$ cat config.mk
export PLATFORM = sky130hd
export DESIGN_NAME = keyed_sprite_pixel_blend
export DESIGN_NICKNAME = d
export VERILOG_FILES = /design/src/rtl/ksp_pkg.sv /design/src/rtl/keyed_sprite_pixel_blend.sv /design/src/rtl/ksp_cfg_regs.sv /design/src/rtl/ksp_pixel_calc.sv
export SDC_FILE = /design/constraint.sdc
export NUM_CORES = 1
export LEC_CHECK = 0
export ABC_CLOCK_PERIOD_IN_PS = 18350
export BUFFER_PORTS_ARGS = -buffer_cell sky130_fd_sc_hd__buf_2
export CAP_MARGIN = 20
export CELL_PAD_IN_SITES_DETAIL_PLACEMENT = 0
export CELL_PAD_IN_SITES_GLOBAL_PLACEMENT = 2
export CORE_UTILIZATION = 25
export CTS_CLUSTER_DIAMETER = 30
export CTS_CLUSTER_SIZE = 14
export DETAILED_ROUTE_END_ITERATION = 10
export PLACE_DENSITY = 0.64
export SKIP_LAST_GASP = 1
export SLEW_MARGIN = 20
export SYNTH_ARGS = -nofsm -noshare
export SYNTH_HDL_FRONTEND = slang
export SYNTH_SLANG_ARGS = --single-unit
$ cat constraint.sdc
create_clock -name clock -period 18.35 [get_ports clock]
set_input_delay 1.835 -clock clock [delete_from_list [all_inputs] [get_ports clock]]
set_output_delay 1.835 -clock clock [all_outputs]
set_load 0.02 [all_outputs]
$ cat src/rtl/ksp_pkg.sv
`timescale 1ns / 1ps
// ----------------------------------------------------------------------------
// ksp_pkg
// Shared types and constants of the keyed sprite pixel blend unit.
// ----------------------------------------------------------------------------
package ksp_pkg;

   localparam int CSR_DATA_W  = 32;
   localparam int CSR_INDEX_W = 3;
   localparam int PIXEL_W     = 32;
   localparam int CHAN_W      = 8;
   localparam int SIZE_W      = 13;

   localparam logic [PIXEL_W-1:0] KEY_COLOR = 32'h00FF_00FF;
   localparam logic [CHAN_W-1:0]  CHAN_MAX  = 8'hFF;

   localparam logic [CHAN_W-1:0]  RST_BLEND_ALPHA = 8'd255;
   localparam logic [SIZE_W-1:0]  RST_DEST_WIDTH  = 13'd640;
   localparam logic [SIZE_W-1:0]  RST_DEST_HEIGHT = 13'd480;
   localparam logic [PIXEL_W-1:0] RST_FILL_COLOR  = 32'd0;
   localparam logic               RST_USE_GLYPH   = 1'b1;

   typedef enum logic [CSR_INDEX_W-1:0] {
      CSR_BLEND_ALPHA = 3'd0,
      CSR_DEST_WIDTH  = 3'd1,
      CSR_DEST_HEIGHT = 3'd2,
      CSR_FILL_COLOR  = 3'd3,
      CSR_USE_GLYPH   = 3'd4
   } csr_index_type;

   typedef enum logic [1:0] {
      MODE_COPY       = 2'd0,
      MODE_KEYED_COPY = 2'd1,
      MODE_KEYED_ADD  = 2'd2,
      MODE_TEXT       = 2'd3
   } mode_type;

   typedef struct packed {
      logic [CHAN_W-1:0]  blend_alpha;
      logic [SIZE_W-1:0]  dest_width;
      logic [SIZE_W-1:0]  dest_height;
      logic [PIXEL_W-1:0] fill_color;
      logic               use_glyph_color;
   } cfg_type;

   typedef struct packed {
      logic               write_enable;
      logic [PIXEL_W-1:0] out_pixel;
   } result_type;

endpackage

$ cat src/rtl/keyed_sprite_pixel_blend.sv
`timescale 1ns / 1ps
// ----------------------------------------------------------------------------
// keyed_sprite_pixel_blend
// Per-pixel write unit: clips the coordinate, skips the magenta key unless in
// copy mode; returns copy, additive blend or text paint, with write enable.
//
//   channel  handshake           payload
//   req      req_valid/ready     mode, src_pixel, dst_pixel, dest_x, dest_y
//   rsp      rsp_valid/ready     write_enable, out_pixel
//   csr      csr_we              csr_index, csr_wdata
//
// One word per cycle sustained while rsp is not stalled; a word taken into
// the input register passes the clip/blend logic (one 8x8 multiply per
// channel) into the result register, whose valid flag drives rsp_valid.
// Reset clears both valid flags and loads the csr reset values.
// A stalled rsp holds the result register; the input register then holds and
// req_ready drops once both are full.
// ----------------------------------------------------------------------------
module keyed_sprite_pixel_blend #(
   parameter int COORD_BITS = 16
) (
   input  logic                                clock,
   input  logic                                reset,
   input  logic                                req_valid,
   output logic                                req_ready,
   input  logic [1:0]                          req_mode,
   input  logic [ksp_pkg::PIXEL_W-1:0]         req_src_pixel,
   input  logic [ksp_pkg::PIXEL_W-1:0]         req_dst_pixel,
   input  logic signed [COORD_BITS-1:0]        req_dest_x,
   input  logic signed [COORD_BITS-1:0]        req_dest_y,
   output logic                                rsp_valid,
   input  logic                                rsp_ready,
   output logic                                rsp_write_enable,
   output logic [ksp_pkg::PIXEL_W-1:0]         rsp_out_pixel,
   input  logic                                csr_we,
   input  logic [ksp_pkg::CSR_INDEX_W-1:0]     csr_index,
   input  logic [ksp_pkg::CSR_DATA_W-1:0]      csr_wdata
);
   import ksp_pkg::*;

   cfg_type               cfg;
   result_type            calc_result;

   logic                  in_valid_ff;
   logic                  in_valid_in;
   logic [1:0]            mode_ff;
   logic [PIXEL_W-1:0]    src_ff;
   logic [PIXEL_W-1:0]    dst_ff;
   logic [COORD_BITS-1:0] x_ff;
   logic [COORD_BITS-1:0] y_ff;

   logic                  out_valid_ff;
   logic                  out_valid_in;
   result_type            out_ff;

   logic                  out_free;
   logic                  advance;
   logic                  req_take;

   ksp_cfg_regs u_cfg (
      .clock     (clock),
      .reset     (reset),
      .csr_we    (csr_we),
      .csr_index (csr_index),
      .csr_wdata (csr_wdata),
      .cfg       (cfg)
   );

   ksp_pixel_calc #(
      .COORD_BITS (COORD_BITS)
   ) u_calc (
      .cfg       (cfg),
      .mode      (mode_ff),
      .src_pixel (src_ff),
      .dst_pixel (dst_ff),
      .dest_x    (x_ff),
      .dest_y    (y_ff),
      .result    (calc_result)
   );

   assign out_free  = !out_valid_ff || rsp_ready;
   assign advance   = in_valid_ff && out_free;
   assign req_ready = !in_valid_ff || advance;
   assign req_take  = req_valid && req_ready;

   assign in_valid_in  = req_take || (in_valid_ff && !advance);
   assign out_valid_in = advance || (out_valid_ff && !rsp_ready);

   always_ff @(posedge clock) begin
      if (reset) begin
         in_valid_ff  <= 1'b0;
         out_valid_ff <= 1'b0;
      end else begin
         in_valid_ff  <= in_valid_in;
         out_valid_ff <= out_valid_in;
      end
   end

   always_ff @(posedge clock) begin
      if (req_take) begin
         mode_ff <= req_mode;
         src_ff  <= req_src_pixel;
         dst_ff  <= req_dst_pixel;
         x_ff    <= req_dest_x;
         y_ff    <= req_dest_y;
      end
      if (advance) begin
         out_ff <= calc_result;
      end
   end

   assign rsp_valid        = out_valid_ff;
   assign rsp_write_enable = out_ff.write_enable;
   assign rsp_out_pixel    = out_ff.out_pixel;

endmodule

$ cat src/rtl/ksp_cfg_regs.sv
`timescale 1ns / 1ps
// ----------------------------------------------------------------------------
// ksp_cfg_regs
// Configuration register file, written through the plain csr write port.
// ----------------------------------------------------------------------------
module ksp_cfg_regs (
   input  logic                                clock,
   input  logic                                reset,
   input  logic                                csr_we,
   input  logic [ksp_pkg::CSR_INDEX_W-1:0]     csr_index,
   input  logic [ksp_pkg::CSR_DATA_W-1:0]      csr_wdata,
   output ksp_pkg::cfg_type                    cfg
);
   import ksp_pkg::*;

   cfg_type cfg_ff;
   cfg_type cfg_in;

   always_comb begin
      cfg_in = cfg_ff;
      if (csr_we) begin
         case (csr_index_type'(csr_index))
            CSR_BLEND_ALPHA: cfg_in.blend_alpha     = csr_wdata[CHAN_W-1:0];
            CSR_DEST_WIDTH:  cfg_in.dest_width      = csr_wdata[SIZE_W-1:0];
            CSR_DEST_HEIGHT: cfg_in.dest_height     = csr_wdata[SIZE_W-1:0];
            CSR_FILL_COLOR:  cfg_in.fill_color      = csr_wdata[PIXEL_W-1:0];
            CSR_USE_GLYPH:   cfg_in.use_glyph_color = csr_wdata[0];
            default: ;  // drop writes to unmapped indexes
         endcase
      end
   end

   always_ff @(posedge clock) begin
      if (reset) begin
         cfg_ff.blend_alpha     <= RST_BLEND_ALPHA;
         cfg_ff.dest_width      <= RST_DEST_WIDTH;
         cfg_ff.dest_height     <= RST_DEST_HEIGHT;
         cfg_ff.fill_color      <= RST_FILL_COLOR;
         cfg_ff.use_glyph_color <= RST_USE_GLYPH;
      end else begin
         cfg_ff <= cfg_in;
      end
   end

   assign cfg = cfg_ff;

endmodule

$ cat src/rtl/ksp_pixel_calc.sv
`timescale 1ns / 1ps
// ----------------------------------------------------------------------------
// ksp_pixel_calc
// Clip, key test and per-mode pixel value for one registered input word.
// ----------------------------------------------------------------------------
module ksp_pixel_calc #(
   parameter int COORD_BITS = 16
) (
   input  ksp_pkg::cfg_type                    cfg,
   input  logic [1:0]                          mode,
   input  logic [ksp_pkg::PIXEL_W-1:0]         src_pixel,
   input  logic [ksp_pkg::PIXEL_W-1:0]         dst_pixel,
   input  logic [COORD_BITS-1:0]               dest_x,
   input  logic [COORD_BITS-1:0]               dest_y,
   output ksp_pkg::result_type                 result
);
   import ksp_pkg::*;

   localparam int CMP_W = (COORD_BITS > SIZE_W) ? COORD_BITS : SIZE_W;

   // d + s*a/255, saturated; x/255 = (x + (x >> 8) + 1) >> 8 for 16-bit products
   function automatic logic [CHAN_W-1:0] add_chan(input logic [CHAN_W-1:0] s,
                                                  input logic [CHAN_W-1:0] d,
                                                  input logic [CHAN_W-1:0] a);
      logic [2*CHAN_W-1:0] prod;
      logic [2*CHAN_W:0]   acc;
      logic [CHAN_W-1:0]   quo;
      logic [CHAN_W:0]     tot;
      prod = s * a;
      acc  = {1'b0, prod} + (2*CHAN_W+1)'(prod[2*CHAN_W-1:CHAN_W]) + (2*CHAN_W+1)'(1);
      quo  = acc[2*CHAN_W-1:CHAN_W];
      tot  = {1'b0, d} + {1'b0, quo};
      return tot[CHAN_W] ? CHAN_MAX : tot[CHAN_W-1:0];
   endfunction

   logic                  inside_x;
   logic                  inside_y;
   logic                  keyed;
   logic                  we;
   logic [PIXEL_W-1:0]    add_pixel;
   logic [PIXEL_W-1:0]    pix;
   mode_type              mode_sel;

   assign mode_sel = mode_type'(mode);

   // a set sign bit means a negative coordinate, outside in any case
   assign inside_x = !dest_x[COORD_BITS-1] &&
                     (CMP_W'(dest_x) < CMP_W'(cfg.dest_width));
   assign inside_y = !dest_y[COORD_BITS-1] &&
                     (CMP_W'(dest_y) < CMP_W'(cfg.dest_height));

   assign keyed = (mode_sel != MODE_COPY) && (src_pixel == KEY_COLOR);
   assign we    = inside_x && inside_y && !keyed;

   assign add_pixel = {8'h00,
                       add_chan(src_pixel[23:16], dst_pixel[23:16], cfg.blend_alpha),
                       add_chan(src_pixel[15:8],  dst_pixel[15:8],  cfg.blend_alpha),
                       add_chan(src_pixel[7:0],   dst_pixel[7:0],   cfg.blend_alpha)};

   always_comb begin
      case (mode_sel)
         MODE_COPY, MODE_KEYED_COPY: pix = src_pixel;
         MODE_KEYED_ADD:             pix = add_pixel;
         MODE_TEXT:                  pix = cfg.use_glyph_color ? src_pixel : cfg.fill_color;
         default:                    pix = src_pixel;
      endcase
   end

   assign result.write_enable = we;
   assign result.out_pixel    = we ? pix : '0;

endmodule

# Word level (Yosys, flattened, before mapping)
# Index checks and enable logic that the tools add are counted.
# word_totals
register_bits	192
ramBits	0
latchBits	0
n_memories	0
inputBits	138
rom_bits	0
out_inout_bits	35
word_cells	70
# classes
bitwise	0
shift	0
div_mod_pow	0
n_reduce_logical	29
n_addsub	9
n_eq_ne	8
multipliers	3
magnitude_cmp	2
mux	5
# op_table
op	count
32-bit one-hot mux with 3 select lines	1
16-bit by 1-bit adder with 16-bit output (second input constant)	3
16-bit by 8-bit adder with 16-bit output	3
8-bit by 8-bit multiplier with 16-bit output	3
32-bit by 24-bit == test with 1-bit output (second input constant)	1
16-bit by 13-bit < comparator with 1-bit output	2
32-bit 2-to-1 mux	1
8-bit by 8-bit adder with 9-bit output	3
8-bit 2-to-1 mux	3
2-bit AND reduction	5
1-bit logical AND	9
1-bit zero test	7
3-bit by 2-bit == test with 1-bit output (second input constant)	2
2-bit == test (second input constant)	2
1-bit logical OR	4
3-bit by 1-bit == test with 1-bit output (second input constant)	1
3-bit == test (second input constant)	1
3-bit zero test	1
2-bit by 1-bit == test with 1-bit output (second input constant)	1
2-bit zero test	1
2-bit nonzero test	1
2-bit OR reduction	1

# Depth between registers and ports, before layout
# logic_depth
ltp_word	6
mapped_depth	37
ltp_nobuf	35

# Cells and area by module
# Synthesis repeated with hierarchy kept, for this count alone.
# hier_totals
hier_cells	1701
hier_area_um2	17249.0
# by_module_without_submodules
module	n_inst	seq_area_each_um2	area_each_um2	cells_per_inst
ksp_pixel_calc	1	0.0	10385.0	1289
keyed_sprite_pixel_blend	1	3973.8	4037.6	141
ksp_cfg_regs	1	1341.3	2826.5	271

# Least setup slack after synthesis
# OpenSTA, ideal clock, no wires.
# synth_timing
path_kind	flip-flop to flip-flop
from	register u_cfg.cfg_ff, in the netlist u_cfg.cfg[66]
to	register out_ff, in the netlist rsp_out_pixel[2] (data pin)
path_buffers	2
path_stages_with_launch	36
required_time_ps	18080
period_less_slack_ps	7596
t_arrival_ps	7326
path_slack_ps	10754
setup_time_ps	270
path_cell_list	dfxtp_1 > clkbuf_1 > nand2_1 > fa_1 > fa_1 > inv_1 > fa_1 > inv_1 > fa_1 > inv_1 > ha_1 > clkbuf_1 > a21oi_1 > o22ai_1 > nor2_1 > xnor2_1 > ha_1 > o21a_1 > or3_1 > a41oi_1 > a211oi_1 > o21ai_1 > nor2_1 > xnor2_1 > ha_1 > inv_1 > fa_1 > inv_1 > a21oi_1 > o21bai_1 > a21o_1 > a21oi_1 > o21bai_1 > a21o_1 > o21ai_0 > a21oi_1
# synth_between
elab_chain_cells	6
# synth_lines
element	line_no	text
start, declared	ksp_cfg_regs.sv:16	cfg_type cfg_ff;
start signal, assigned	ksp_cfg_regs.sv:41	cfg_ff <= cfg_in;
8-bit by 8-bit multiplier with 16-bit output	ksp_pixel_calc.sv:29	prod = s * a;
16-bit by 8-bit adder with 16-bit output	ksp_pixel_calc.sv:30	acc = {1'b0, prod} + (2*CHAN_W+1)'(prod[2*CHAN_W-1:CHAN_W]) + (2*CHAN_W+1)'(1);
16-bit by 1-bit adder with 16-bit output	ksp_pixel_calc.sv:30	
8-bit by 8-bit adder with 9-bit output	ksp_pixel_calc.sv:32	tot = {1'b0, d} + {1'b0, quo};
8-bit 2-to-1 mux	ksp_pixel_calc.sv:33	return tot[CHAN_W] ? CHAN_MAX : tot[CHAN_W-1:0];
32-bit one-hot mux with 3 select lines	ksp_pixel_calc.sv:61	case (mode_sel)
end signal, assigned	keyed_sprite_pixel_blend.sv:108	out_ff <= calc_result;
end, declared	keyed_sprite_pixel_blend.sv:54	result_type out_ff;
# No other way between the ends.
# A chain may end at the register's enable or synchronous reset.

# Final worst setup path
# layout_timing
from	register u_cfg.cfg_ff, in the netlist u_cfg.cfg[63]
to	register out_ff, in the netlist rsp_out_pixel[0] (data pin)
# Same word-level chain as after synthesis.

==> key figures <==
Timing
  – Final setup TNS: 0 ns
  – Final hold slack: 0.457 ns
  – Final WS setup: 9.34 ns
  – RSZ-0062 raised after global routing: no
  – Fmax: 111 MHz
  – # setup viols final: 0
  – Period minus WS final: 9.01 ns
  – Fin. max-slew vios: 0
  – Final Skew: 0.0208 ns
  – Hold Violations, Final: 0
  – Worst-Margin Slew: 1.08 ns
  – Crit share post-route: 0.491
  – Max-slew headroom: 0.281

Logic synthesis
  – Async SR Flop Fraction: 0
  – Cells after Synth: 1701
  – Yosys top cell area share: 0.228
  – Top cells by area, synth: edfxtp_1, fa_1, ha_1
  – Yosys warns: 0
  – Post-Synthesis Mean Instance Area: 9.53 um^2
  – Number of flops mapped to enable cells by yosys: 123
  – Post-synthesis register bit count: 192
  – Unique cell type count in the Yosys netlist: 76
  – Compound-cell area share of the yosys netlist: 0.134
  – Simple-Gate Fraction of Synth Area: 0.168
  – Synth Area in Adders: 0.271
  – Mux cell area share after synthesis: 0.00432
  – Post-synth top area cell: edfxtp_1
  – Ys flop type: edfxtp_1
  – Largest family of logic cells by synthesized area: adder cells
  – Synth Area in XOR/XNOR: 0.0442
  – Post-Syn Area: 16200 um^2
  – Register area share after synthesis: 0.313
  – Mapped Nets: 2121

Placed design
  – Routability cong.: 0.790
  – Port Buffer Count: 164
  – Placed Cells: 2649
  – Pre-CTS WS: 9.18 ns
  – DP Wirelength: 36400 um

Status
  – Outcome: completed

Cells and area
  – Filler cell count: 6847
  – Ratio of cells with drive above 1 in the final layout: 0.129
  – Synth-to-Final Area Change: 14.5%
  – Final cell count without fillers: 2684
  – Final nets: 2242

Critical path
  – Setup CP Type: register to register
  – Startpoint Class: register
  – Critical R2R Capture: rsp_out_pixel[0]
  – CP arrival: 9.24 ns
  – Reg2reg setup slack: 9.34 ns
  – R2R Path Start: u_cfg.cfg[63]
  – Reg2Reg Depth: 34
  – CP max stage cell: xnor2_1
  – Crit path buffers/inverters: 6
  – Largest fanout on the critical path: 16
  – Highest cell delay on the worst timing path: 0.65 ns
  – CP required: 18.58 ns
  – Crit-path leading delay family: adder cells
  – CP endpoint kind: register

Floorplanning
  – # IOs: 173
  – Rows: 92
  – Core Box Area: 63500 um^2
  – Die area: 65800 um^2
  – Starting Density: 0.255
  – Die W: 257 um
  – DIE HEIGHT: 257 um

Hold path
  – Hold Crit Depth: 2
  – Hold Path Class: register to register
  – Hold EP: u_cfg.cfg[30]
  – Min-Delay Startpoint: u_cfg.cfg[30]

GRT
  – GRT overflow: 0
  – First-pass GRT wire length: 74800 um
  – Overall Global Routing Usage: 0.148
  – Initial antenna violation count: 2
  – Largest net degree at the start of global routing: 70
  – Vias in the first global route: 12.8k

Route
  – Routed Antenna Nets: 0
  – Vias per std cell: 4.61
  – Routed WL: 47500 um
  – Post-route DRC: 0
  – Pre-antenna DRT Iters: 5
  – Routed len/inst: 17.7 um
  – Initial DRC count: 654
  – Vias: 12.4k

CTS
  – Worst skew pair latency: 0.50 ns
  – Clk sinks: 192
  – CTS H-Tree Depth: 4
  – Clk buf depth: 2
  – Total CTS buffers: 17
  – TritonCTS clock tree: done
  – # resized after CTS: 0
  – Clock-pin slew on the worst setup and hold paths: 0.09 ns
  – Root Buffer: clkbuf_16
  – Setup bufs post-CTS: 0
  – Hold_buf cts: 0

Job
  – Max-Cap Viols: 0
## layout by cell type (no fill, tap or decap), drive strengths merged, types with 12 or more instances in the layout
master and count:
dfxtp 69, buf 180, inv 207, nand4 16, a22oi 29, edfxtp 123
o21bai 12, nand2 189, nor2b 12, and2 175, xor2 18, a21o 24
nor2 58, o21ai 54, fa 111, a21oi 119, nand3 21, clkbuf 17
ha 171, nor3 14, xnor2 51
## worst reg2reg max path, delay by kind of cell, from the launching register on
family	cells	cell delay, ns
adders and majority gates	8	3.23
and+or+nand+nor	4	0.61
AOI/OAI and AO/OA	14	2.95
xor gates and xnor gates	2	0.82
buffers and inverters	6	0.58
DFF	1	0.56
## state kept, by name, summed over array words and instances (netlist names)
| name | count |
|---|---|
| dst_ff | 24 |
| y_ff | 16 |
| x_ff | 16 |
| rsp_valid | 1 |
| in_valid_ff | 1 |
| u_cfg.cfg | 67 |
| mode_ff | 2 |
| rsp_write_enable | 1 |
| rsp_out_pixel | 32 |
| src_ff | 32 |
## cells in the mapped netlist, types with 16 or more instances
master    instances
a21o_1           24
a21oi_1         118
a22oi_1          29
and2_1          175
clkbuf_1         70
dfxtp_1          69
edfxtp_1        123
fa_1            111
ha_1            171
inv_1           199
nand2_1         189
nand3_1          21
nand4_1          16
nor2_1           58
o21ai_0          34
o21ai_1          20
xnor2_1          51
xor2_1           18
## worst max path at each step
stage / from / end / slack (ns) / depth (start not counted)
after CTS: u_cfg.cfg[64] / rsp_out_pixel[0] / 9.16 / 34
after global placement: u_cfg.cfg[64] / rsp_out_pixel[0] / 9.22 / 34
final: u_cfg.cfg[63] / rsp_out_pixel[0] / 9.34 / 34
after floorplan: u_cfg.cfg[66] / rsp_out_pixel[2] / 10.75 / 35
after global routing: u_cfg.cfg[63] / rsp_out_pixel[0] / 8.52 / 34
after detailed placement: u_cfg.cfg[64] / rsp_out_pixel[0] / 9.18 / 34
## final cells by class
cell class / count / area, um^2 / area share
Antenna cell: 3 / 7.51 / 0.000404
Clock buffer: 17 / 425 / 0.0229
Clock inverter: 15 / 195 / 0.0105
Inverter: 200 / 751 / 0.0404
Multi-Input combinational cell: 1231 / 10100 / 0.545
Sequential cell: 192 / 5070 / 0.273
Tap cell: 846 / 1060 / 0.0570
Timing Repair Buffer: 180 / 941 / 0.0507
## cell families (layout without fill, tap and decap cells)
group,after synthesis,count (layout)
and+or+nand+nor,536,536
AOI/OAI and AO/OA,329,329
adders and majority gates,285,285
buffers and inverters,278,412
DFF,192,192
xor gates and xnor gates,74,74
muxes,7,7
other,0,3
## metal layers
layer | up-vias | track usage | wire length, um
met1 | 6123 | 0.205 | 23200
met5 | - | 0 | 9
met3 | 26 | 0.0254 | 1750
met2 | 210 | 0.241 | 22100
met4 | 2 | 0.0319 | 490
li1 | 6023 | - | -
## per-stage QoR
step	area [um^2]	utilization
final	18600	0.292
after global routing	18600	0.292
after CTS	18600	0.292
after detailed placement	17900	0.282
after global placement	17900	0.282
after floorplan	16200	-
Power is not shown: default switching activity piles up to over one toggle a cycle in this logic, so the estimate is an artifact.
